==> src/rtl/dpb_pkg.sv <==
// Shared types, constants and register codes of the depth pixel back-projection block.
`default_nettype none
package dpb_pkg;

  localparam int unsigned CoordW   = 12;
  localparam int unsigned DepthW   = 16;
  localparam int unsigned CfgW     = 16;
  localparam int unsigned StrideW  = 5;
  localparam int unsigned PointW   = 24;
  localparam int unsigned ProdW    = 32;
  localparam int unsigned NumCells = ProdW;
  localparam int unsigned CfgIdxW  = 3;
  localparam int unsigned InDataW  = 40;
  localparam int unsigned OutDataW = 64;
  localparam int unsigned MaxImageDim = 4096;

  localparam logic [CfgW-1:0]    FocalXRst  = 16'd9600;
  localparam logic [CfgW-1:0]    FocalYRst  = 16'd9600;
  localparam logic [CfgW-1:0]    CenterXRst = 16'd5120;
  localparam logic [CfgW-1:0]    CenterYRst = 16'd3840;
  localparam logic [CfgW-1:0]    MinDepRst  = 16'd100;
  localparam logic [CfgW-1:0]    MaxDepRst  = 16'd3000;
  localparam logic [StrideW-1:0] StrideRst  = 5'd2;

  typedef enum logic [CfgIdxW-1:0] {
    RegFocalX  = 3'd0,
    RegFocalY  = 3'd1,
    RegCenterX = 3'd2,
    RegCenterY = 3'd3,
    RegMinDep  = 3'd4,
    RegMaxDep  = 3'd5,
    RegStride  = 3'd6
  } cfg_reg_e;

  // Divisors seen by every cell of the division chain.
  typedef struct packed {
    logic [CfgW-1:0]    div_x;
    logic [CfgW-1:0]    div_y;
    logic [StrideW-1:0] stride;
  } div_cfg_t;

  // Data handed from cell to cell.
  typedef struct packed {
    logic               keep;
    logic               neg_x;
    logic               neg_y;
    logic [DepthW-1:0]  z;
    logic [ProdW-1:0]   dvd_x;
    logic [CfgW-1:0]    rem_x;
    logic [ProdW-1:0]   quo_x;
    logic [ProdW-1:0]   dvd_y;
    logic [CfgW-1:0]    rem_y;
    logic [ProdW-1:0]   quo_y;
    logic [CoordW-1:0]  mdv_u;
    logic [StrideW-1:0] rem_u;
    logic [CoordW-1:0]  mdv_v;
    logic [StrideW-1:0] rem_v;
  } cell_t;

endpackage
`default_nettype wire

==> src/rtl/dpb_front.sv <==
// Front stages: centering, depth range check, then the two Z products.
`default_nettype none
module dpb_front (
  input  logic                         clk_i,
  input  logic                         rst_ni,
  input  logic                         in_valid_i,
  output logic                         in_ready_o,
  input  logic [dpb_pkg::CoordW-1:0]   column_i,
  input  logic [dpb_pkg::CoordW-1:0]   row_i,
  input  logic [dpb_pkg::DepthW-1:0]   depth_i,
  input  logic [dpb_pkg::CfgW-1:0]     center_x_i,
  input  logic [dpb_pkg::CfgW-1:0]     center_y_i,
  input  logic [dpb_pkg::CfgW-1:0]     min_depth_i,
  input  logic [dpb_pkg::CfgW-1:0]     max_depth_i,
  output logic                         out_valid_o,
  input  logic                         out_ready_i,
  output dpb_pkg::cell_t               out_o
);

  logic                        a_valid_q;
  logic                        a_ready;
  logic                        a_keep_q, a_keep_d;
  logic                        a_negx_q, a_negx_d;
  logic                        a_negy_q, a_negy_d;
  logic [dpb_pkg::CfgW-1:0]    a_magx_q, a_magx_d;
  logic [dpb_pkg::CfgW-1:0]    a_magy_q, a_magy_d;
  logic [dpb_pkg::DepthW-1:0]  a_z_q;
  logic [dpb_pkg::CoordW-1:0]  a_u_q, a_v_q;
  logic [dpb_pkg::CfgW-1:0]    sc_u, sc_v;
  logic                        b_valid_q;
  logic                        b_ready;
  dpb_pkg::cell_t              b_q, b_d;

  assign b_ready    = !b_valid_q || out_ready_i;
  assign a_ready    = !a_valid_q || b_ready;
  assign in_ready_o = a_ready;

  // Coordinates move to the same 1/16 pixel scale as the principal point.
  assign sc_u = {column_i, 4'b0000};
  assign sc_v = {row_i, 4'b0000};

  always_comb begin
    a_negx_d = sc_u < center_x_i;
    a_negy_d = sc_v < center_y_i;
    a_magx_d = a_negx_d ? (center_x_i - sc_u) : (sc_u - center_x_i);
    a_magy_d = a_negy_d ? (center_y_i - sc_v) : (sc_v - center_y_i);
    a_keep_d = (depth_i != '0) && (depth_i >= min_depth_i) && (depth_i <= max_depth_i)
            && (32'(column_i) < dpb_pkg::MaxImageDim)
            && (32'(row_i) < dpb_pkg::MaxImageDim);
  end

  always_ff @(posedge clk_i or negedge rst_ni) begin
    if (!rst_ni) begin
      a_valid_q <= 1'b0;
    end else if (a_ready) begin
      a_valid_q <= in_valid_i;
    end
  end

  always_ff @(posedge clk_i) begin
    if (a_ready && in_valid_i) begin
      a_keep_q <= a_keep_d;
      a_negx_q <= a_negx_d;
      a_negy_q <= a_negy_d;
      a_magx_q <= a_magx_d;
      a_magy_q <= a_magy_d;
      a_z_q    <= depth_i;
      a_u_q    <= column_i;
      a_v_q    <= row_i;
    end
  end

  always_comb begin
    b_d       = '0;
    b_d.keep  = a_keep_q;
    b_d.neg_x = a_negx_q;
    b_d.neg_y = a_negy_q;
    b_d.z     = a_z_q;
    b_d.dvd_x = a_magx_q * a_z_q;
    b_d.dvd_y = a_magy_q * a_z_q;
    b_d.mdv_u = a_u_q;
    b_d.mdv_v = a_v_q;
  end

  always_ff @(posedge clk_i or negedge rst_ni) begin
    if (!rst_ni) begin
      b_valid_q <= 1'b0;
    end else if (b_ready) begin
      b_valid_q <= a_valid_q;
    end
  end

  always_ff @(posedge clk_i) begin
    if (b_ready && a_valid_q) begin
      b_q <= b_d;
    end
  end

  assign out_valid_o = b_valid_q;
  assign out_o       = b_q;

endmodule
`default_nettype wire

==> config.mk <==
export PLATFORM = sky130hd
export DESIGN_NAME = dpb_front
export DESIGN_NICKNAME = d
export VERILOG_FILES = /design/src/rtl/dpb_pkg.sv /design/src/rtl/dpb_front.sv
export SDC_FILE = /design/constraint.sdc
export NUM_CORES = 1
export LEC_CHECK = 0
export ABC_AREA = 1
export BUFFER_PORTS_ARGS = -buffer_cell sky130_fd_sc_hd__buf_2
export CORE_ASPECT_RATIO = 2
export CORE_MARGIN = 2
export CORE_UTILIZATION = 50
export DETAILED_ROUTE_END_ITERATION = 7
export HOLD_SLACK_MARGIN = 0.06
export PLACE_DENSITY_LB_ADDON = 0.12
export SYNTH_ARGS = -nofsm -noshare
export SYNTH_HDL_FRONTEND = slang
export SYNTH_SLANG_ARGS = --single-unit
==> constraint.sdc <==
create_clock -name clk_i -period 5.9 [get_ports clk_i]
set_input_delay 1.18 -clock clk_i [delete_from_list [all_inputs] [get_ports clk_i]]
set_output_delay 1.18 -clock clk_i [all_outputs]
set_load 0.01 [all_outputs]
==> summary.md <==
| Metric | Value |
|---|---|
| Status | complete, no violations |
| Final net count | 4765 |
| Core area | 58000 um^2 |
| Synth Register Bits | 184 |
| Footprint of the multi-input gates | ~19000 um^2 |
| Cell area after synthesis | between 20000 and 30000 um^2 |
| Final hold violation count | 0 |
| Area delta synth->final | 9.77% |
| Sequential-to-total area share from yosys stat | a little under a fifth |
| Post-Synth XOR/XNOR Area | under 10% |
| Final TNS setup | 0 ns |
| Worst Path Arrival | approximately 6 ns |
| Post-synthesis adder-cell area fraction | between 30% and 40% |
| FMAX | ~180 MHz |
| Slew Viols, Final | 0 |
| Seq. cell area | 5520 um^2 |
| Tcrit/Tclk final | between 90 and 100% |
| Crit path required time | 6.17 ns |
| Main flop type after synthesis | edfxtp_1 |
| Startpoint Class | flop |
| Synth cell types | 34 |
| Vias in the first global route | ~25000 |
| Initial antenna violation count | 6 |
| Clock root buffer | clkbuf_16 |
| Iteration-0 DRC Markers | roughly 950 |
| WS Path Type | reg -> reg |
| Final setup viols | 0 |
| Max capacitance violation total | 0 |
| Average size of a mapped cell | ~7.8 um^2 |
| Rel. slew slack | 50.9% |
| Initial core utilization | ~50% |
| Clk Latency, worst-skew pair | roughly 0.52 ns |
| GRT overflow | 0 |
| Min-delay worst type | reg -> reg |
| Unrepaired setup endpoints after global routing | no |
| Worst-path clk slew | ~0.08 ns |
| Site row count | roughly 130 |
| CTS tree | done |
| Design Area, Final | approximately 32000 um^2 |
| Yosys warning count | 0 |
| DRC | 0 |
| Fin crit period | 5.69 ns |
| DP HPWL | between 60 and 70 mm |
| Number of synthesized flops with an enable pin | approximately 180 |
| Area after DPL | between 30000 and 40000 um^2 |
| Post-synthesis mux area share | 0% |
| Layout cell share with drive strength beyond 1 | 10.7% |
| Worst-path fanout max | 6 |
| Critical-path cell list | buf_4 -> nand2_1 -> inv_1 -> fa_1 -> inv_1 -> fa_1 -> inv_1 -> fa_1 -> inv_1 -> fa_1 -> inv_1 -> fa_1 -> fa_1 -> ha_1 -> nand2_1 -> nor2_2 -> nand3_1 -> nand3_2 -> nand3_1 -> nand3_1 -> nand2_1 |
| Routed Antenna Nets | 0 |
| Max Clock Skew | roughly 0.026 ns |
| Cts hold-fix bufs | 0 |
| Compound-Gate Fraction of Synth Area | between 2 and 2.5% |
| Chip Width | 175 um |
| Cts bufs inserted | 17 |
| H-tree depth | 4 |
| First-pass GRT wire length | roughly 130 mm |
| # IOs | 323 |
| Crit path largest cell delay | approximately 0.56 ns |
| Main combinational cell family by area after synthesis | adder cells |
| Gpl congestion | about 0.94 |
| DRT Pass-1 Iters | 5 |
| Die height | around 350 um |
| Util after Layout | 55.3% |
| Max Buffers Root-to-Sink | 2 |
| Vias | 23300 |
| Max stage delay cell, worst path | edfxtp_1 |
| DR vias/cell | a little under 5 |
| Die Area | ~61000 um^2 |
| Final hold slack | between 0.4 and 0.5 ns |
| Detailed Route WL | ~79 mm |
| FFs w/ async S/R, synth | under 10% |
| Sink Count | 184 |
| GRT Total Usage | between 20 and 30% |
| Post-synthesis simple-gate area fraction | roughly 21% |
| Pin count of the biggest net entering global routing | 47 |
| I/O Buffers | about 220 |
| Crit. End Element | flop |
| Most Frequent Cell on Critical Path | fa_1 |
| Syn Inst Count | between 3000 and 4000 |
| WL/cell | 16.6 um |
| Slew @ Worst Pin | 0.737 ns |
| # fillers | about 5600 |
## logic make-up (layout without fill, tap and decap cells)
family,count (synthesis),count (layout)
other,1,110
adder cells (fa/ha/maj),676,676
buffers and inverters,1242,1364
AND/OR/NAND/NOR,1496,1496
flip-flops,184,184
AO/OA/AOI/OAI,104,104
XOR/XNOR,64,64
## critical path: cells and delay by family, from the launching register on
family        cells  cell delay, ns
fa+ha+maj         7            3.29
buf+inv           6            0.50
flops             1            0.56
simple gates      8            1.09
## through the flow
| step | cells | worst slack (ns) |
|---|---|---|
| after global routing | 4758 | 0.0136 |
| after CTS | 4743 | 0.0237 |
| after floorplan | 3872 | 0.580 |
| after detailed placement | 4705 | -0.0533 |
| after global placement | 4705 | 0.0206 |
| final | 4760 | 0.212 |
## cells in the mapped netlist (4+ instances only)
master / n / share of area, %
nand2_1: 1174 / 15
buf_4: 110 / 2.8
inv_1: 1002 / 13
nor4_1: 4 / 0.086
clkbuf_2: 4 / 0.068
and2_1: 8 / 0.17
nand2_2: 42 / 0.90
xnor2_1: 10 / 0.30
buf_6: 6 / 0.23
a21oi_1: 78 / 1.3
fa_1: 390 / 27
ha_1: 286 / 12
inv_2: 6 / 0.077
nor3_1: 5 / 0.086
o21ai_0: 10 / 0.17
nand4_1: 30 / 0.64
nor2_1: 110 / 1.4
clkbuf_1: 112 / 1.4
xor2_1: 54 / 1.6
edfxtp_1: 182 / 19
nand3_1: 115 / 2.0
## what timing repair did
item                       in CTS  in global routing
resized for setup               0                  5
setup buffers                   6                 13
setup endpoints to repair       3                 22
gates cloned                    0                  0
## state kept, by name, indices dropped and copies added (netlist names)
register     count
out_o          107
a_magx_q        16
a_magy_q        16
a_z_q           16
a_u_q           12
a_v_q           12
a_keep_q         1
a_negx_q         1
a_negy_q         1
a_valid_q        1
out_valid_o      1
## area by class of cell
type,count,area share [%]
Clock buffer,17,1.33
Tap cell,762,2.97
Multi-Input combinational cell,2446,59.2
Timing Repair Buffer,324,6.91
Clock inverter,15,0.620
Antenna cell,4,0.0312
Inverter,1008,11.8
Sequential cell,184,17.2
## routing by layer
metal  vias to the layer above  share of wire (%)  track usage, %
li1                      11200                  -               -
met1                     11100                 33            25.9
met2                       745                 57            54.6
met3                       250                4.5            3.37
met4                         6                6.1            16.6
met5                         -              0.056               0
## final timing paths
path                            cells past startpoint   startpoint  slack (ns)          end
worst max register to register                     21  a_magy_q[7]        0.21   out_o[111]
worst min-delay path                                0     a_keep_q        0.42   out_o[212]
worst min register to register                      0     a_keep_q        0.42   out_o[212]
max in group asynchronous                           1       rst_ni        5.37  out_valid_o
min in group asynchronous                           1       rst_ni        0.44    a_valid_q
worst max-delay path                               21  a_magy_q[7]        0.21   out_o[111]
## placed cells by master, fill, tap and decap left out, types with 17 or more instances in the layout
cell type and count:
a21oi_1 77, buf_12 26, buf_2 216, buf_4 82
clkbuf_16 17, conb_1 106, edfxtp_1 182, fa_1 390
ha_1 286, inv_1 1001, nand2_1 1174, nand2_2 42
nand3_1 112, nand4_1 30, nor2_1 108, xor2_1 54
Power is not shown: default switching activity piles up to over one toggle a cycle in this logic, so the estimate is an artifact.
