$ cat config.mk
export PLATFORM = sky130hd
export DESIGN_NAME = dpb_cell
export DESIGN_NICKNAME = d
export VERILOG_FILES = /design/src/rtl/dpb_pkg.sv /design/src/rtl/dpb_cell.sv
export SDC_FILE = /design/constraint.sdc
export NUM_CORES = 1
export LEC_CHECK = 0
export BUFFER_PORTS_ARGS = -buffer_cell sky130_fd_sc_hd__buf_2
export CAP_MARGIN = 20
export CORE_AREA = 2 2 184 186
export DETAILED_ROUTE_END_ITERATION = 16
export DIE_AREA = 0 0 186 188
export GPL_TIMING_DRIVEN = 1
export PLACE_DENSITY_LB_ADDON = 0.3
export SYNTH_ARGS = -nofsm -noshare
export SYNTH_HDL_FRONTEND = slang
export SYNTH_SLANG_ARGS = --single-unit
export TNS_END_PERCENT = 20
$ cat constraint.sdc
create_clock -name clk_i -period 9.24 [get_ports clk_i]
set_input_delay 0.462 -clock clk_i [delete_from_list [all_inputs] [get_ports clk_i]]
set_output_delay 0.462 -clock clk_i [all_outputs]
set_load 0.05 [all_outputs]
$ cat src/rtl/dpb_pkg.sv
// Shared types, constants and register codes of the depth pixel back-projection block.
`default_nettype none
package dpb_pkg;

  localparam int unsigned CoordW   = 12;
  localparam int unsigned DepthW   = 16;
  localparam int unsigned CfgW     = 16;
  localparam int unsigned StrideW  = 5;
  localparam int unsigned PointW   = 24;
  localparam int unsigned ProdW    = 32;
  localparam int unsigned NumCells = ProdW;
  localparam int unsigned CfgIdxW  = 3;
  localparam int unsigned InDataW  = 40;
  localparam int unsigned OutDataW = 64;
  localparam int unsigned MaxImageDim = 4096;

  localparam logic [CfgW-1:0]    FocalXRst  = 16'd9600;
  localparam logic [CfgW-1:0]    FocalYRst  = 16'd9600;
  localparam logic [CfgW-1:0]    CenterXRst = 16'd5120;
  localparam logic [CfgW-1:0]    CenterYRst = 16'd3840;
  localparam logic [CfgW-1:0]    MinDepRst  = 16'd100;
  localparam logic [CfgW-1:0]    MaxDepRst  = 16'd3000;
  localparam logic [StrideW-1:0] StrideRst  = 5'd2;

  typedef enum logic [CfgIdxW-1:0] {
    RegFocalX  = 3'd0,
    RegFocalY  = 3'd1,
    RegCenterX = 3'd2,
    RegCenterY = 3'd3,
    RegMinDep  = 3'd4,
    RegMaxDep  = 3'd5,
    RegStride  = 3'd6
  } cfg_reg_e;

  // Divisors seen by every cell of the division chain.
  typedef struct packed {
    logic [CfgW-1:0]    div_x;
    logic [CfgW-1:0]    div_y;
    logic [StrideW-1:0] stride;
  } div_cfg_t;

  // Data handed from cell to cell.
  typedef struct packed {
    logic               keep;
    logic               neg_x;
    logic               neg_y;
    logic [DepthW-1:0]  z;
    logic [ProdW-1:0]   dvd_x;
    logic [CfgW-1:0]    rem_x;
    logic [ProdW-1:0]   quo_x;
    logic [ProdW-1:0]   dvd_y;
    logic [CfgW-1:0]    rem_y;
    logic [ProdW-1:0]   quo_y;
    logic [CoordW-1:0]  mdv_u;
    logic [StrideW-1:0] rem_u;
    logic [CoordW-1:0]  mdv_v;
    logic [StrideW-1:0] rem_v;
  } cell_t;

endpackage
`default_nettype wire

$ cat src/rtl/dpb_cell.sv
// One cell of the division chain: a quotient bit for X and Y, and a stride step if DoMod.
`default_nettype none
module dpb_cell #(
  parameter bit DoMod = 1'b1
) (
  input  logic              clk_i,
  input  logic              rst_ni,
  input  dpb_pkg::div_cfg_t cfg_i,
  input  logic              in_valid_i,
  output logic              in_ready_o,
  input  dpb_pkg::cell_t    in_i,
  output logic              out_valid_o,
  input  logic              out_ready_i,
  output dpb_pkg::cell_t    out_o
);

  logic                          valid_q;
  dpb_pkg::cell_t                data_q, data_d;
  logic [dpb_pkg::CfgW:0]        trial_x, trial_y, diff_x, diff_y;
  logic                          qbit_x, qbit_y;
  logic [dpb_pkg::StrideW:0]     trial_u, trial_v, diff_u, diff_v;

  assign in_ready_o = !valid_q || out_ready_i;

  always_comb begin
    data_d  = in_i;
    // Restoring division: bring down the next dividend bit and try the divisor.
    trial_x = {in_i.rem_x, in_i.dvd_x[dpb_pkg::ProdW-1]};
    trial_y = {in_i.rem_y, in_i.dvd_y[dpb_pkg::ProdW-1]};
    diff_x  = trial_x - {1'b0, cfg_i.div_x};
    diff_y  = trial_y - {1'b0, cfg_i.div_y};
    qbit_x  = trial_x >= {1'b0, cfg_i.div_x};
    qbit_y  = trial_y >= {1'b0, cfg_i.div_y};
    data_d.rem_x = qbit_x ? diff_x[dpb_pkg::CfgW-1:0] : trial_x[dpb_pkg::CfgW-1:0];
    data_d.rem_y = qbit_y ? diff_y[dpb_pkg::CfgW-1:0] : trial_y[dpb_pkg::CfgW-1:0];
    data_d.dvd_x = {in_i.dvd_x[dpb_pkg::ProdW-2:0], 1'b0};
    data_d.dvd_y = {in_i.dvd_y[dpb_pkg::ProdW-2:0], 1'b0};
    data_d.quo_x = {in_i.quo_x[dpb_pkg::ProdW-2:0], qbit_x};
    data_d.quo_y = {in_i.quo_y[dpb_pkg::ProdW-2:0], qbit_y};

    trial_u = {in_i.rem_u, in_i.mdv_u[dpb_pkg::CoordW-1]};
    trial_v = {in_i.rem_v, in_i.mdv_v[dpb_pkg::CoordW-1]};
    diff_u  = trial_u - {1'b0, cfg_i.stride};
    diff_v  = trial_v - {1'b0, cfg_i.stride};
    if (DoMod) begin
      data_d.rem_u = (trial_u >= {1'b0, cfg_i.stride}) ? diff_u[dpb_pkg::StrideW-1:0]
                                                       : trial_u[dpb_pkg::StrideW-1:0];
      data_d.rem_v = (trial_v >= {1'b0, cfg_i.stride}) ? diff_v[dpb_pkg::StrideW-1:0]
                                                       : trial_v[dpb_pkg::StrideW-1:0];
      data_d.mdv_u = {in_i.mdv_u[dpb_pkg::CoordW-2:0], 1'b0};
      data_d.mdv_v = {in_i.mdv_v[dpb_pkg::CoordW-2:0], 1'b0};
    end
  end

  always_ff @(posedge clk_i or negedge rst_ni) begin
    if (!rst_ni) begin
      valid_q <= 1'b0;
    end else if (in_ready_o) begin
      valid_q <= in_valid_i;
    end
  end

  always_ff @(posedge clk_i) begin
    if (in_ready_o && in_valid_i) begin
      data_q <= data_d;
    end
  end

  assign out_valid_o = valid_q;
  assign out_o       = data_q;

endmodule
`default_nettype wire

==> results of run 1 <==
synth_stat cells, types with 9 or more instances:
library cell  instances  area, um2
a21o_1                9       67.6
a21oi_1              25        125
edfxtp_1            209       6280
mux2_4               11        165
nand2_1              25       93.8
nor2_1               21       78.8
o21ai_0              25        125
inv_1                54        203
mux2_2               14        158
xor2_1               10       87.6
xnor2_1              16        140
mux2i_1               9       90.1
ha_1                 42        526
cell type report:
type	instances	area, um2	area share
Clock buffer	30	644	0.0508
Antenna cell	1	2.50	0.000197
Tap cell	448	561	0.0442
Clock inverter	13	109	0.00858
Sequential cell	210	6300	0.497
Multi-Input combinational cell	314	2530	0.199
Inverter	54	203	0.0160
Timing Repair Buffer	466	2340	0.185
placed cells by master, fill, tap and decap left out, types with 5 or more instances in the layout:
master	count
o21a_1	8
clkinv_1	6
mux2i_1	9
mux2_4	11
clkbuf_1	5
nand2_1	25
nor3_1	7
nor2_1	21
buf_2	462
xor2_1	10
nor2b_1	8
clkbuf_16	25
edfxtp_1	209
nand3_1	7
ha_1	42
o21ai_0	25
mux2_2	14
a21oi_1	25
inv_1	54
a21o_1	9
nand4_1	5
nand2b_1	7
a211oi_1	5
xnor2_1	16
metal layers:
metal | GRT usage | wire, um | up-vias
met5 | 0 | 61 | -
met4 | 0.0409 | 709 | 10
met3 | 0.0406 | 2250 | 48
met2 | 0.255 | 13400 | 264
met1 | 0.163 | 10200 | 3133
li1 | - | - | 3171
kinds of logic (layout without fill, tap and decap cells):
group | count (synthesis) | after routing
DFF | 210 | 210
AOI/OAI and AO/OA | 109 | 109
and+or+nand+nor | 95 | 95
buffers and inverters | 66 | 563
adders and majority gates | 46 | 46
muxes | 34 | 34
xor gates and xnor gates | 26 | 26
other | 1 | 5
worst max-delay path by stage:
stage	depth (start not counted)	slack [ns]	end	from
global placement	10	6.03	out_o[71]	cfg_i[11]
finish	4	6.61	out_o[173]	out_valid_o
global route	4	6.43	out_o[54]	out_valid_o
floorplan	2	2.76	out_o[0]	out_valid_o
detailed placement	10	6.05	out_o[73]	cfg_i[11]
CTS	4	6.55	out_o[96]	out_valid_o
through the flow:
| stage | instance area [um2] | hold slack, ns |
|---|---|---|
| floorplan | 9120 | 0.166 |
| global placement | 11900 | 0.237 |
| detailed placement | 11900 | 0.240 |
| CTS | 12700 | 0.0625 |
| global route | 12700 | 0.0664 |
| finish | 12700 | 0.0983 |
worst register-to-register path: stages, from the launching register on:
cell and delay [ns]:
dfrtp_1 0.37, nand2b_1 0.11, and2_4 0.41, buf_4 0.55, buf_4 0.72
power breakdown:
group	switching [mW]	total (mW)	internal (mW)
clock network	0.391	0.916	0.525
registers	0.0137	1.14	1.13
logic	0.389	0.563	0.174
total	0.794	2.62	1.83
flip-flops by register name, indices dropped and copies added, names as in the netlist:
register	cells
out_o	209
out_valid_o	1
==> metrics.yaml, run 1 <==
routing:
  drt_iter0_markers: 237
  totalWireLength_um: 26600
  drt-pass1-iter-count: 4
  drc: 0
  wl_per_cell_um: 17.3
  ant_nets: 0
  dr_total_vias: 6626
  viasPerCell: 4.31
clock_tree:
  cts_tree: "done"
  clk_pin_slew_ns: 0.06
  worst_skew_pair.late_latency_ns: 0.54
  htreeDepth: 1
  post_cts_resized: 0
  post-cts-setup-buffer-count: 0
  ctsHoldBuffers: 1
  cts_buffers: 25
  clock-sinks: 210
  cts-root-buf: "clkbuf_16"
  ctsLongestPathBuffers: 3
setup_path:
  worstReg2RegEnd: "out_o[173]"
  cp-end-kind: "flop"
  critical-path-max-stage-delay_ns: 0.71
  cp_max_fo: 59
  cp.buffers_inverters: 2
  crit_chain: "nand2b_1 -> and2_4 -> buf_4 -> buf_4"
  critPathRequiredTime_ns: 9.40
  path_class: "flop to flop"
  r2r_cells: 4
  critPathArrivalTime_ns: 2.79
  path_common_cell: "buf_4"
  slowest_stage: "buf_4"
  cp_top_family: "buffers and inverters"
  r2r-start: "out_valid_o"
  rrSetupSlack_ns: 6.61
  startpoint_type: "flop"
logic_synthesis:
  yosys.area_share.simple: 0.0547
  async_flop_share: 0.00476
  yosysUniqueCellTypes: 66
  synth_area_um2: 9110
  syn_avg_cell_area_um2: 15.5
  synthCells: 587
  synth_xor_xnor_area_share: 0.0250
  synth_compound_area_frac: 0.0839
  synth_seq_area_share: 0.692
  synthMuxAreaShare: 0.0453
  ys_ff_latch: 210
  synth_edf_count: 209
  yosys_warnings: 0
  synth_top_family_by_area: "compound AO/OA/AOI/OAI gates"
  ys.flop_type: "edfxtp_1"
  synthAdderAreaFrac: 0.0665
timing:
  rsz0062_at_grt: "no"
  worst_slack_ns: 6.61
  final_hold_viol_count: 0
  fin_setup_tns_ns: 0
  setup_violations: 0
  maxSlewHeadroom: 0.327
  finalWorstPathRequiredPeriod_ns: 2.63
  clock_skew_ns: 0.00855
  slew_violations: 0
  fmax_mhz: 381
  tightest_slew_ns: 1.01
  fin_crit_sh: 0.284
cells_and_area:
  areaGrowthSynthToFinish_pct: 39.3
  drive_gt1_frac: 0.493
  layoutNonFillerInstCount: 1536
  final_core_util: 0.383
  fill_cells: 3245
  fin_nets: 1371
die:
  die-area_um2: 35000
  io-pin-count: 469
  die_w_um: 186
  rows: 67
  core_area_um2: 33100
  fp.dieH_um: 188
  floorplan.initialDensity: 0.275
hold_path:
  hold_path_depth: 1
  worstHoldStart: "in_i[203]"
  hold_class: "input pin to flop"
  holdPathEnd: "out_o[203]"
placement:
  place_hpwl_um: 21100
  numPortBuffers: 462
  dp_slack_ns: 6.05
  gp_congestion: 0.786
  dp.cells: 1491
status:
  status: "completed"
grt:
  antenna_found_initial: 7
  grt_pass1_vias: 6528
  grt_usage: 0.142
  overflow: 0
  grt_pass1_wl_um: 37800
  grt_max_degree: 82
flow_run:
  maxCapViolations: 0
pwr:
  powerDensity_nw_per_um2: 207
  ir_worst_vdd_v: 0.000134
  p_leak_nw: 5.55
  finalPower_mw: 2.62
Power figures use the tool's default switching activity.
==> run 2, diff against run 1 <==
==> constraint.sdc (replaced) <==
create_clock -name clk_i -period 2.3 [get_ports clk_i]
set_input_delay 0.115 -clock clk_i [delete_from_list [all_inputs] [get_ports clk_i]]
set_output_delay 0.115 -clock clk_i [all_outputs]
set_load 0.05 [all_outputs]
==> metrics.yaml, run 2 (synthesis results as in run 1) <==
routing:
  dr_total_vias: 7748
  drc: 0
  drt_iter0_markers: 310
  drt-pass1-iter-count: 5
  ant_nets: 0
  viasPerCell: 4.29
  totalWireLength_um: 30100
  wl_per_cell_um: 16.7
die:
  die-area_um2: 35000
  core_area_um2: 33100
  die_w_um: 186
  rows: 67
  floorplan.initialDensity: 0.275
  fp.dieH_um: 188
  io-pin-count: 469
grt:
  grt_pass1_vias: 8120
  antenna_found_initial: 2
  grt_max_degree: 80
  grt_usage: 0.163
  grt_pass1_wl_um: 44100
  overflow: 0
timing:
  fmax_mhz: 442
  final_hold_viol_count: 0
  finalWorstPathRequiredPeriod_ns: 2.26
  tightest_slew_ns: 0.517
  maxSlewHeadroom: 0.655
  setup_violations: 0
  rsz0062_at_grt: "yes"
  worst_slack_ns: 0.0394
  clock_skew_ns: 0.0222
  fin_setup_tns_ns: 0
  slew_violations: 0
  whs_ns: 0.0717
  fin_crit_sh: 0.983
clock_tree:
  cts_tree: "done"
  clock-sinks: 210
  worst_skew_pair.late_latency_ns: 0.54
  clk_pin_slew_ns: 0.06
  cts-root-buf: "clkbuf_16"
  ctsLongestPathBuffers: 3
  cts_buffers: 25
  htreeDepth: 1
setup_path:
  startpoint_type: "input pin"
  cp_top_family: "compound AO/OA/AOI/OAI gates"
  critPathRequiredTime_ns: 2.59
  path_class: "input pin to flop"
  crit_cells: 9
  critPathArrivalTime_ns: 2.55
  crit_chain: "dlygate4sd3_1 -> buf_2 -> ha_1 -> a31o_2 -> o31ai_1 -> o41ai_4 -> nor2_4 -> buf_4 -> a22o_1"
  rrSetupSlack_ns: 0.72
  slowest_stage: "dlygate4sd3_1"
  r2r_cells: 4
  cp-end-kind: "flop"
  critical-path-max-stage-delay_ns: 0.53
  cp.buffers_inverters: 3
  cp_max_fo: 7
cells_and_area:
  fill_cells: 2960
  regArea_um2: 6300
  drive_gt1_frac: 0.459
  multi_input_area_um2: 2710
  layoutNonFillerInstCount: 1804
  layout_common_cells: "buf_2 (462), dlygate4sd3_1 (211), edfxtp_1 (209)"
  largest_register_ff_count: 209
  areaGrowthSynthToFinish_pct: 70.7
  final_common_cell: "buf_2"
  fin_nets: 1638
placement:
  numPortBuffers: 462
  dp_slack_ns: -0.168
  gp_congestion: 0.833
  dp.cells: 1544
  place_hpwl_um: 21900
pwr:
  p_leak_nw: 6.83
  powerDensity_nw_per_um2: 724
  ir_worst_vdd_v: 0.000554
flow_run:
  maxCapViolations: 0
status:
  status: "completed"
hold_path:
  hold_class: "input pin to flop"
  hold_path_depth: 3
-- run 2: cell count changes in the layout (fill, tap and decap cells not counted), sizes merged, moves of 2 or more --
| cell | change |
|---|---|
| dlygate4sd3 | +210 |
| buf | +55 |
| clkinvlp | -3 |
| clkbuf | +2 |
-- run 2: repair_timing --
action | in CTS | in global routing
resized for setup | 0 | 33
hold endpoints to repair | 209 | 0
hold buffers | 211 | 0
buffers inserted | 0 | 2
endpoints found under the setup margin | 0 | 32
-- run 2: area by class of cell --
cell class | count | share of cell area
clock inverters | 12 | 0.00813
clock buffers | 31 | 0.0436
inverters | 54 | 0.0130
repair buffers | 732 | 0.319
multi-input cells | 315 | 0.174
diodes | 2 | 0.000322
flip-flops and latches | 210 | 0.405
well taps | 448 | 0.0360
-- run 2: path summary, 6_finish.rpt --
kind,from,to
setup / recovery,in_i[150],out_o[159]
hold / removal,cfg_i[21],out_o[146]
setup reg to reg,out_valid_o,out_o[116]
hold reg to reg,out_valid_o,out_o[4]
max in group asynchronous,rst_ni,out_valid_o
min in group asynchronous,rst_ni,out_valid_o
-- run 2: metal layers --
metal  up-vias  track usage  part of all wire
met5         -            0                 0
met3        44       0.0326             0.060
met4         0       0.0448             0.026
met2       267        0.308              0.53
li1       3715            -                 -
met1      3722        0.183              0.39
-- run 2: report_power, final --
| group | total [mW] | leakage (nW) | switching, mW | internal (mW) |
|---|---|---|---|---|
| registers | 4.61 | 2.00 | 0.0642 | 4.54 |
| logic | 2.79 | 4.43 | 1.70 | 1.09 |
| clock network | 3.86 | 0.395 | 1.55 | 2.31 |
-- run 2: worst reg2reg max path: cells and delay by family (launching register included) --
family / cells / cell delay, ns
buf+inv: 2 / 0.51
flops: 1 / 0.42
simple gates: 2 / 0.35
-- run 2: per-stage QoR --
step | util | power [mW] | cell area, um2
after global placement | 0.375 | 7.08 | 12400
after global routing | 0.470 | 11.7 | 15600
after floorplan | - | 6.32 | 9130
after detailed placement | 0.375 | 7.11 | 12400
after CTS | 0.463 | 11.3 | 15300
final | 0.470 | 11.3 | 15600
==> run 3, diff against run 2 <==
--- a/config.mk
+++ b/config.mk
@@ -7,9 +7,9 @@
 export LEC_CHECK = 0
 export BUFFER_PORTS_ARGS = -buffer_cell sky130_fd_sc_hd__buf_2
 export CAP_MARGIN = 20
-export CORE_AREA = 2 2 184 186
+export CORE_AREA = 2 2 182 184
 export DETAILED_ROUTE_END_ITERATION = 16
-export DIE_AREA = 0 0 186 188
+export DIE_AREA = 0 0 184 186
 export GPL_TIMING_DRIVEN = 1
 export PLACE_DENSITY_LB_ADDON = 0.3
 export SYNTH_ARGS = -nofsm -noshare
==> metrics.yaml, run 3 (synthesis results as in run 1) <==
setup_path:
  r2r_cells: 3
  path_class: "input pin to flop"
  r2r-start: "out_valid_o"
  startpoint_type: "input pin"
  cp-end-kind: "flop"
  worstReg2RegEnd: "out_o[57]"
  crit_chain: "dlygate4sd3_1 -> buf_2 -> ha_4 -> and3_4 -> nand4_1 -> or4_4 -> o211ai_1 -> nor2_4 -> mux2_4"
  slowest_stage: "dlygate4sd3_1"
  critical-path-max-stage-delay_ns: 0.54
  cp_top_family: "simple AND/OR/NAND/NOR gates"
  rrSetupSlack_ns: 0.68
  critPathRequiredTime_ns: 2.57
  cp_max_fo: 7
  cp.buffers_inverters: 2
  critPathArrivalTime_ns: 2.56
grt:
  overflow: 0
  grt_usage: 0.158
  grt_pass1_vias: 7761
  grt_pass1_wl_um: 41600
  grt_max_degree: 34
  antenna_found_initial: 1
pwr:
  powerDensity_nw_per_um2: 717
  ir_worst_vdd_v: 0.000502
  p_leak_nw: 6.77
placement:
  numPortBuffers: 462
  place_hpwl_um: 21400
  gp_congestion: 0.831
  dp_slack_ns: -0.230
  dp.cells: 1511
die:
  floorplan.initialDensity: 0.283
  fp.dieH_um: 186
  core_area_um2: 32200
  die_w_um: 184
  rows: 66
  die-area_um2: 34200
  io-pin-count: 469
timing:
  fmax_mhz: 437
  worst_slack_ns: 0.0120
  fin_crit_sh: 0.995
  clock_skew_ns: 0.0158
  setup_violations: 0
  rsz0062_at_grt: "yes"
  maxSlewHeadroom: 0.619
  final_hold_viol_count: 0
  slew_violations: 0
  tightest_slew_ns: 0.570
  whs_ns: 0.0322
  finalWorstPathRequiredPeriod_ns: 2.29
  fin_setup_tns_ns: 0
routing:
  wl_per_cell_um: 16.6
  dr_total_vias: 7645
  drc: 0
  drt_iter0_markers: 238
  drt-pass1-iter-count: 6
  ant_nets: 0
  totalWireLength_um: 29200
  viasPerCell: 4.33
cells_and_area:
  layout_common_cells: "buf_2 (462), dlygate4sd3_1 (209), edfxtp_1 (209)"
  fin_nets: 1640
  largest_register_ff_count: 209
  layoutNonFillerInstCount: 1766
  final_core_util: 0.477
  final_common_cell: "buf_2"
  drive_gt1_frac: 0.452
  areaGrowthSynthToFinish_pct: 68.5
clock_tree:
  htreeDepth: 1
  worst_skew_pair.late_latency_ns: 0.52
  cts_tree: "done"
  clk_pin_slew_ns: 0.06
  ctsLongestPathBuffers: 3
  cts_buffers: 24
  clock-sinks: 210
  cts-root-buf: "clkbuf_16"
hold_path:
  holdPathEnd: "out_o[21]"
  worstHoldStart: "in_i[20]"
  hold_class: "input pin to flop"
  hold_path_depth: 3
flow_run:
  maxCapViolations: 0
status:
  status: "completed"
## run 3: changes by cell type in the layout (fill, tap and decap cells not counted), sizes merged
cell	change
buf	+6
clkbuf	-2
clkinvlp	+2
dlygate4sd3	-2
clkinv	-1
diode	-1
## run 3: worst max path at each step
stage,from,end,slack (ns),depth (start not counted)
3_3_place_gp,in_i[113],out_o[80],-0.17,11
5_1_grt,in_i[159],out_o[156],-0.02,9
2_1_floorplan,out_valid_o,out_o[0],-0.39,2
6_report,in_i[159],out_o[156],0.01,9
4_1_cts,in_i[159],out_o[156],0.002,9
3_5_place_dp,in_i[113],out_o[80],-0.23,11
## run 3: final cells by class
type / count / area, um2
fill: 2875 / 16900
sequential: 210 / 6300
timing repair buffer: 735 / 4930
multi-input combinational: 315 / 2650
clock buffer: 30 / 623
tap: 408 / 510
inverter: 54 / 203
clock inverter: 13 / 134
antenna: 1 / 2.50
## run 3: what timing repair did
item                       CTS  global route
setup buffers                0             1
hold endpoints to repair   207             0
hold buffers               209             0
gates resized for setup      0            19
setup endpoints to repair    0            32
## run 3: metrics by stage
step	instance area (um2)	power, mW
after floorplan	9130	6.32
after global placement	12400	7.07
after detailed placement	12400	7.09
after CTS	15200	11.1
after global routing	15300	11.5
final	15300	11.0
## run 3: per-layer routing
layer	vias to the layer above	routed length, um	part of all wire	GRT usage
li1	3719	-	-	-
met1	3560	11100	0.38	0.179
met5	-	0	0	0
met3	60	2150	0.074	0.0309
met2	306	14800	0.51	0.286
met4	0	1190	0.041	0.0704
## run 3: power by group
group / switching, mW / internal (mW)
combinational: 1.68 / 1.06
sequential: 0.0593 / 4.54
clock: 1.52 / 2.15
total: 3.26 / 7.75
## run 3: worst register-to-register path: cells and delay by family, from the launching register on
family / cells / cell delay (ns)
simple gates: 2 / 0.57
flops: 1 / 0.42
buf+inv: 1 / 0.33
